**config.mk**
```make
export PLATFORM = sky130hd
export DESIGN_NAME = lsrl_ctrl
export DESIGN_NICKNAME = d
export VERILOG_FILES = /design/src/rtl/lsrl_pkg.sv /design/src/rtl/lsrl_ctrl.sv
export SDC_FILE = /design/constraint.sdc
export NUM_CORES = 1
export LEC_CHECK = 0
export ABC_AREA = 0
export ABC_CLOCK_PERIOD_IN_PS = 1100
export BUFFER_PORTS_ARGS = -buffer_cell sky130_fd_sc_hd__buf_2
export CAP_MARGIN = 20
export CORE_AREA = 8 8 45 47
export DETAILED_ROUTE_END_ITERATION = 8
export DIE_AREA = 0 0 53 55
export PLACE_DENSITY = 0.34
export SKIP_LAST_GASP = 1
export SYNTH_ARGS = -nofsm -noshare
export SYNTH_HDL_FRONTEND = slang
export SYNTH_SLANG_ARGS = --single-unit
```
**constraint.sdc**
```tcl
create_clock -name i_clk -period 1.1 [get_ports i_clk]
set_input_delay 0.275 -clock i_clk [delete_from_list [all_inputs] [get_ports i_clk]]
set_output_delay 0.275 -clock i_clk [all_outputs]
set_load 0.02 [all_outputs]
```
**src/rtl/lsrl_pkg.sv**
```systemverilog
// Shared types, codes and constants of the lowpass slew-rate limiter.
package lsrl_pkg;

    localparam int DATA_WIDTH = 32;
    localparam int FRAC_BITS  = 16;
    localparam int ADDR_WIDTH = 5;

    localparam logic [2:0] REG_BLEND_GAIN    = 3'd0;
    localparam logic [2:0] REG_FB_GAIN       = 3'd1;
    localparam logic [2:0] REG_SLEW_LIMIT    = 3'd2;
    localparam logic [2:0] REG_SAMPLE_PERIOD = 3'd3;
    localparam logic [2:0] REG_SAMPLE_RATE   = 3'd4;

    localparam logic [15:0] RST_BLEND_GAIN    = 16'd0;
    localparam logic [30:0] RST_FB_GAIN       = 31'd0;
    localparam logic [30:0] RST_SLEW_LIMIT    = 31'h7FFF_FFFF;
    localparam logic [31:0] RST_SAMPLE_PERIOD = 32'd0;
    localparam logic [20:0] RST_SAMPLE_RATE   = 21'd1000;

    typedef struct packed {
        logic [15:0] blend_gain;
        logic [30:0] fb_gain;
        logic [30:0] slew_limit;
        logic [31:0] sample_period;
        logic [20:0] sample_rate;
    } t_cfg;

    typedef enum logic [2:0] {
        ST_IDLE,
        ST_MUL_LPF,
        ST_SMOOTH,
        ST_MUL_RATE,
        ST_MUL_FB,
        ST_CMD,
        ST_MUL_PERIOD,
        ST_DONE
    } t_state;

    typedef enum logic [2:0] {
        OP_NONE,
        OP_MUL_LPF,
        OP_SMOOTH,
        OP_MUL_RATE,
        OP_MUL_FB,
        OP_CMD,
        OP_MUL_PERIOD,
        OP_UPDATE
    } t_dp_op;

    typedef struct packed {
        logic   load;
        t_dp_op op;
    } t_dp_cmd;

    typedef struct packed {
        logic out_busy;
    } t_dp_status;

endpackage

```
**src/rtl/lsrl_ctrl.sv**
```systemverilog
// Sequencer that steps the datapath through one request.
module lsrl_ctrl (
    input  logic                 i_clk,
    input  logic                 i_rst_n,
    input  logic                 i_in_valid,
    input  logic                 i_mode,
    output logic                 o_in_stall,
    input  lsrl_pkg::t_dp_status i_status,
    output lsrl_pkg::t_dp_cmd    o_cmd
);

    lsrl_pkg::t_state r_state;
    lsrl_pkg::t_state n_state;
    logic             w_accept;

    always_ff @(posedge i_clk) begin
        if (!i_rst_n) begin
            r_state <= lsrl_pkg::ST_IDLE;
        end else begin
            r_state <= n_state;
        end
    end

    always_comb begin
        n_state    = r_state;
        o_in_stall = 1'b1;
        o_cmd.load = 1'b0;
        o_cmd.op   = lsrl_pkg::OP_NONE;
        case (r_state)
            lsrl_pkg::ST_IDLE: begin
                o_in_stall = 1'b0;
            end
            lsrl_pkg::ST_MUL_LPF: begin
                o_cmd.op = lsrl_pkg::OP_MUL_LPF;
                n_state  = lsrl_pkg::ST_SMOOTH;
            end
            lsrl_pkg::ST_SMOOTH: begin
                o_cmd.op = lsrl_pkg::OP_SMOOTH;
                n_state  = lsrl_pkg::ST_MUL_RATE;
            end
            lsrl_pkg::ST_MUL_RATE: begin
                o_cmd.op = lsrl_pkg::OP_MUL_RATE;
                n_state  = lsrl_pkg::ST_MUL_FB;
            end
            lsrl_pkg::ST_MUL_FB: begin
                o_cmd.op = lsrl_pkg::OP_MUL_FB;
                n_state  = lsrl_pkg::ST_CMD;
            end
            lsrl_pkg::ST_CMD: begin
                o_cmd.op = lsrl_pkg::OP_CMD;
                n_state  = lsrl_pkg::ST_MUL_PERIOD;
            end
            lsrl_pkg::ST_MUL_PERIOD: begin
                o_cmd.op = lsrl_pkg::OP_MUL_PERIOD;
                n_state  = lsrl_pkg::ST_DONE;
            end
            lsrl_pkg::ST_DONE: begin
                if (!i_status.out_busy) begin
                    o_cmd.op   = lsrl_pkg::OP_UPDATE;
                    o_in_stall = 1'b0;
                    n_state    = lsrl_pkg::ST_IDLE;
                end
            end
            default: begin
                n_state = lsrl_pkg::ST_IDLE;
            end
        endcase
        if (i_in_valid && !o_in_stall) begin
            o_cmd.load = 1'b1;
            n_state    = i_mode ? lsrl_pkg::ST_DONE : lsrl_pkg::ST_MUL_LPF;
        end
    end

    assign w_accept = i_in_valid && !o_in_stall;

    a_clear_skips_math: assert property (@(posedge i_clk) disable iff (!i_rst_n)
        w_accept && i_mode |=> r_state == lsrl_pkg::ST_DONE)
        else $error("clear request did not go straight to the update step");

    a_busy_stalls: assert property (@(posedge i_clk) disable iff (!i_rst_n)
        r_state != lsrl_pkg::ST_IDLE && r_state != lsrl_pkg::ST_DONE |-> o_in_stall)
        else $error("request accepted while the datapath is busy");

endmodule

```
==> results of run 1 <==
## what timing repair did
action | 4_1_cts | 5_1_grt
pin swaps | 2 | 1
hold buffers | 0 | 0
setup endpoints to repair | 5 | 8
setup buffers | 1 | 0
gates resized for setup | 10 | 9
## kinds of logic after synthesis
| kind of cell | after synthesis |
|---|---|
| AND/OR/NAND/NOR | 5 |
| AO/OA/AOI/OAI | 13 |
| flip-flops | 3 |
| buffers and inverters | 5 |
## worst max-delay path by stage
| stage | end | startpoint | slack [ps] | cells after the start |
|---|---|---|---|---|
| 4_1_cts | o_cmd[3] | r_state[1] | -460 | 4 |
| 3_3_place_gp | o_cmd[3] | r_state[1] | -240 | 4 |
| 6_report | o_cmd[3] | r_state[1] | -450 | 4 |
| 5_1_grt | o_cmd[3] | r_state[1] | -480 | 4 |
| 2_1_floorplan | o_cmd[3] | r_state[2] | -220 | 4 |
| 3_5_place_dp | o_cmd[3] | r_state[0] | -250 | 4 |
## worst max-delay path, delay by kind of cell (launching register included)
kind / cells / cell delay (ps)
buffers and inverters: 1 / 120
and+or+nand+nor: 2 / 480
AOI/OAI and AO/OA: 1 / 130
DFF: 1 / 310
## cell type report
class                   instances  area (um2)
clock buffers                   4       26.28
flip-flops and latches          3       63.81
well taps                      16       20.02
multi-input cells              18       167.7
inverters                       4       17.52
repair buffers                 20       152.6
fillers                       156       935.9
## cells in the final DEF (no fill, tap or decap), types with 2 or more instances in the layout
master	netlist	layout
dfxtp_2	0	3
buf_4	0	11
clkbuf_4	0	3
o21ai_0	3	3
inv_1	4	3
a31oi_1	3	2
a221oi_2	0	2
buf_6	1	4
buf_2	0	5
## routing by layer
| layer | GRT usage | part of all wire | vias to the layer above |
|---|---|---|---|
| met4 | 0.05172 | 0.010 | 0 |
| met1 | 0.05159 | 0.36 | 135 |
| met5 | 0 | 0 | - |
| met2 | 0.08789 | 0.56 | 8 |
| met3 | 0.02941 | 0.068 | 2 |
| li1 | - | - | 145 |
## per-stage QoR
stage	instance area, um2	utilization	power [W]	setup TNS, ps
3_5_place_dp	345.3	0.2495	0.0004810	-536.6
2_1_floorplan	216.5	-	0.0003425	-372.8
6_report	447.9	0.3237	0.0007941	-1650
3_3_place_gp	345.3	0.2495	0.0004867	-551.4
5_1_grt	447.9	0.3237	0.0008347	-1853
4_1_cts	405.4	0.2929	0.0007410	-1735
## power groups by stage
stage / sequential (W) / combinational, W / clock, W
final: 0.000152 / 0.000432 / 0.000210
after global routing: 0.000155 / 0.000463 / 0.000217
after CTS: 0.000153 / 0.000378 / 0.000211
after detailed placement: 0.000152 / 0.000329 / 0
after global placement: 0.000153 / 0.000334 / 0
after floorplan: 0.000150 / 0.000192 / 0
==> run_results.csv, run 1 <==
group,metric,value,unit
logic_synthesis,ys_types,15,
worst_hold_path,hold_start,"i_rst_n",
routing,dr.pass1.iters,2,
sta,finalHoldViolations,0,
worst_setup_path,critical-path-slowest-cell,"or3_4",
logic_synthesis,yosysMostFrequentCell,"inv_1",
worst_hold_path,hold_depth,3,
layout,reg.largest.list,"r_state (3)",
sta,whs,331.0,ps
routing,viasPerCell,4.462,
sta,fin_ws,-451.7,ps
layout,syn2layout_area_growth,118.3,%
sta,max_freq,644.4,MHz
worst_setup_path,max_stage_delay,380,ps
placed_design,numPlacedInstances,60,
sta,period_needed,1552,ps
power_and_ir_drop,clkPwrFrac,0.264,
job,max-cap-violations,0,
logic_synthesis,synth_common_cells,"4 x inv_1, 3 x a31oi_1, 3 x dfxtp_1, 3 x o21ai_0",
cts,clock_sinks,3,
power_and_ir_drop,power.switching,0.0002960,W
worst_setup_path,worstPathCellList,"or3_4 > o21a_4 > nor2b_4 > buf_6",
logic_synthesis,syn_nets,31,
global_routing,grt_pass1_vias,307,
logic_synthesis,ys_warn_count,0,
cts,max-clock-path-buffers,2,
sta,slew_headroom,0.8197,
worst_setup_path,path_class,"flop to output port",
sta,rsz0062_at_grt,"true",
logic_synthesis,yosysTopAreaCell,"dfxtp_1",
logic_synthesis,synth-xor-area-share,0,
layout,insertedDiodeCount,0,
worst_setup_path,worstRegToRegCells,6,
worst_setup_path,cp_data_arrival_time,1280,ps
cts,clk_pin_slew_worst_paths,40,ps
placed_design,dpl.hpwl,560.8,um
worst_hold_path,hp-class,"input pin to flop",
worst_setup_path,r2r_slack,30,ps
floorplanning,dieArea,2915,um2
floorplanning,coreArea,1384,um2
logic_synthesis,synth-seq-area-share,0.2927,
run_status,status,"finished with violations",
worst_setup_path,reg2reg_from,"r_state[1]",
sta,skew,7.832,ps
global_routing,grt_max_degree,7,
worst_setup_path,r2r-end,"r_state[1]",
placed_design,gp_congestion,0.7838,
logic_synthesis,netlist_area,205.2,um2
floorplanning,initial_utilization,0.1483,
global_routing,grt_pass1_wl,1.173,mm
floorplanning,ios,10,
logic_synthesis,ys_ff_latch,3,
power_and_ir_drop,p_leak,0.1927,nW
logic_synthesis,syn_avg_cell_area,7.892,um2
logic_synthesis,syn-instance-count,26,
placed_design,post-place-ws,-246.8,ps
sta,fin_crit_sh,1.411,
sta,setup_viol,5,
floorplanning,die_h,55,um
cts,cts_tree,"done",
layout,regMostFlops,"r_state",
worst_hold_path,min_to,"r_state[0]",
logic_synthesis,synth_compound_area_frac,0.4207,
worst_setup_path,endpoint_kind,"output port",
global_routing,antenna_found_initial,0,
routing,antenna_left,0,
floorplanning,row_count,14,
cts,insertion_delay,240,ps
cts,cts_max_level,1,
cts,cts_buffers,3,
logic_synthesis,synth_top_family_by_area,"compound AO/OA/AOI/OAI gates",
layout,drive_gt1_frac,0.6939,
power_and_ir_drop,swShare,0.3727,
routing,drt_iter0_drc,5,
worst_setup_path,start_kind,"flop",
power_and_ir_drop,intPower,0.0004981,W
routing,num_vias,290,
logic_synthesis,synth.area.top_cells,"dfxtp_1 29%, a31oi_1 9.1%, a221oi_1 8.5%",
worst_setup_path,critPathRequiredTime,820,ps
run_status,violations,"negative setup slack",
logic_synthesis,async_flop_share,0,
global_routing,overflow,0,
routing,wl_per_cell,11.97,um
layout,largest_register_ffs,3,
placed_design,port_buffers,9,
global_routing,track_usage,0.05571,
power_and_ir_drop,seq_power_share,0.192,
power_and_ir_drop,irDropWorstVdd,0.0006148,V
floorplanning,die_w,53,um
power_and_ir_drop,comb_power_share,0.544,
logic_synthesis,synth_fa_ha_area_frac,0,
cts,root_buffer,"clkbuf_4",
worst_setup_path,path_max_fanout,2,
logic_synthesis,synth_edf_count,0,
routing,post-route-drc-count,0,
sta,slew_viol_final,0,
logic_synthesis,synth-simple-area-share,0.1585,
logic_synthesis,ys.flop_type,"dfxtp_1",
power_and_ir_drop,pwr_density_cell,1773,nW/um2
logic_synthesis,yosysTopAreaCellShare,0.2927,
layout,fin_nets,55,
layout,layout.cells.non_filler,65,
routing,wl,778,um
sta,worst_slew_pin_slew,267.6,ps
logic_synthesis,synthMuxAreaShare,0,
Power figures use the tool's default switching activity.
==> run 2, diff against run 1 <==
RECOVER_POWER = 50   (was default)
==> run_results.csv, run 2 (synthesis gave the netlist of run 1 again) <==
group,metric,value,unit
cts,cts_buffers,3,
run_status,violations,"negative setup slack",
global_routing,overflow,0,
global_routing,grt_max_degree,7,
layout,final_common_cell,"buf_4",
layout,fin_area,444.2,um2
cts,root_buffer,"clkbuf_4",
layout,syn2layout_area_growth,116.5,%
sta,rsz0062_at_grt,"true",
sta,finalHoldViolations,0,
sta,worst_slew_pin_slew,267.6,ps
power_and_ir_drop,pwr_density_cell,1776,nW/um2
cts,max-clock-path-buffers,2,
routing,post-route-drc-count,0,
cts,insertion_delay,240,ps
worst_setup_path,path_class,"flop to output port",
cts,clock_sinks,3,
layout,layout.cells.non_filler,65,
job,max-cap-violations,0,
layout,largest_register_ffs,3,
sta,slew_headroom,0.8197,
sta,slew_viol_final,0,
worst_setup_path,cp_data_arrival_time,1280,ps
floorplanning,initial_utilization,0.1483,
routing,drt_iter0_drc,5,
floorplanning,coreArea,1384,um2
placed_design,dpl.hpwl,560.8,um
power_and_ir_drop,power.switching,0.0002949,W
layout,regMostFlops,"r_state",
power_and_ir_drop,comb_power_share,0.541,
power_and_ir_drop,irDropWorstVdd,0.0006282,V
power_and_ir_drop,p_total,0.0007888,W
routing,antenna_left,0,
layout,reg.largest.list,"r_state (3)",
global_routing,grt_pass1_vias,307,
routing,wl_per_cell,11.95,um
power_and_ir_drop,swShare,0.3738,
layout,drive_gt1_frac,0.6939,
routing,dr.pass1.iters,2,
placed_design,gp_congestion,0.7838,
power_and_ir_drop,p_leak,0.1917,nW
power_and_ir_drop,clkPwrFrac,0.266,
sta,period_needed,1552,ps
placed_design,place_area,345.3,um2
floorplanning,ios,10,
worst_setup_path,start_kind,"flop",
power_and_ir_drop,seq_power_share,0.193,
routing,num_vias,291,
sta,max_freq,644.4,MHz
cts,cts_max_level,1,
sta,skew,7.832,ps
placed_design,numPlacedInstances,60,
layout,insertedDiodeCount,0,
layout,final_cell_mix,"12 x buf_4, 5 x buf_2",
floorplanning,die_w,53,um
worst_setup_path,endpoint_kind,"output port",
global_routing,grt_pass1_wl,1.173,mm
global_routing,track_usage,0.05571,
routing,wl,777,um
layout,fin_nets,55,
global_routing,antenna_found_initial,0,
placed_design,port_buffers,9,
sta,setup_viol,6,
power_and_ir_drop,intPower,0.0004940,W
sta,fin_crit_sh,1.411,
worst_hold_path,hp-class,"input pin to flop",
routing,viasPerCell,4.477,
floorplanning,die_h,55,um
run_status,status,"finished with violations",
cts,cts_tree,"done",
worst_setup_path,path_max_fanout,2,
worst_setup_path,critPathRequiredTime,820,ps
sta,fin_ws,-451.7,ps
floorplanning,row_count,14,
floorplanning,dieArea,2915,um2
cts,clk_pin_slew_worst_paths,40,ps
run 2: timing repair:
| item | CTS | global route |
|---|---|---|
| pin swaps | 2 | 1 |
| resized for setup | 10 | 9 |
| setup endpoints to repair | 5 | 8 |
| setup buffers | 1 | 0 |
| hold buffers | 0 | 0 |
| hold endpoints to repair | 0 | 0 |
run 2: critical path, stage by stage (launching register included):
cell and delay, ps:
dfxtp_2 310, or3_4 380, o21a_4 130, nor2b_4 100
buf_6 120
run 2: stage by stage:
step                worst slack [ps]  hold slack (ps)  utilization  TNS [ps]
CTS                           -459.2            304.0       0.2929     -1735
detailed placement            -246.8            557.0       0.2495    -536.6
finish                        -451.7            331.0       0.3210     -1734
global route                  -476.5            345.7       0.3210     -1980
floorplan                     -221.6            430.5            -    -372.8
global placement              -241.6            576.2       0.2495    -551.4
run 2: area by class of cell:
cell class | count | area [um2]
flip-flops and latches | 3 | 63.81
inverters | 4 | 17.52
multi-input cells | 18 | 167.7
fillers | 158 | 939.7
repair buffers | 20 | 148.9
clock buffers | 4 | 26.28
well taps | 16 | 20.02
run 2: power by group through the flow:
stage	registers, W	logic, W	clock network [W]
after detailed placement	0.000152	0.000329	0
after global routing	0.000155	0.000457	0.000217
after floorplan	0.000150	0.000192	0
after CTS	0.000153	0.000378	0.000211
final	0.000152	0.000426	0.000210
after global placement	0.000153	0.000334	0
run 2: layer usage:
layer / global-route usage / vias up / part of all wire
met5: 0 / - / 0
met4: 0.05172 / 0 / 0.010
met3: 0.02941 / 2 / 0.068
met2: 0.08789 / 8 / 0.56
met1: 0.05159 / 136 / 0.35
li1: - / 145 / -
run 2: final timing paths:
check | start | endpoint | slack, ps | depth (start not counted)
worst max-delay path | r_state[1] | o_cmd[3] | -450 | 4
worst min-delay path | i_rst_n | r_state[0] | 330 | 3
worst max register to register | r_state[1] | r_state[1] | 0 | 6
worst min register to register | r_state[2] | r_state[0] | 560 | 2
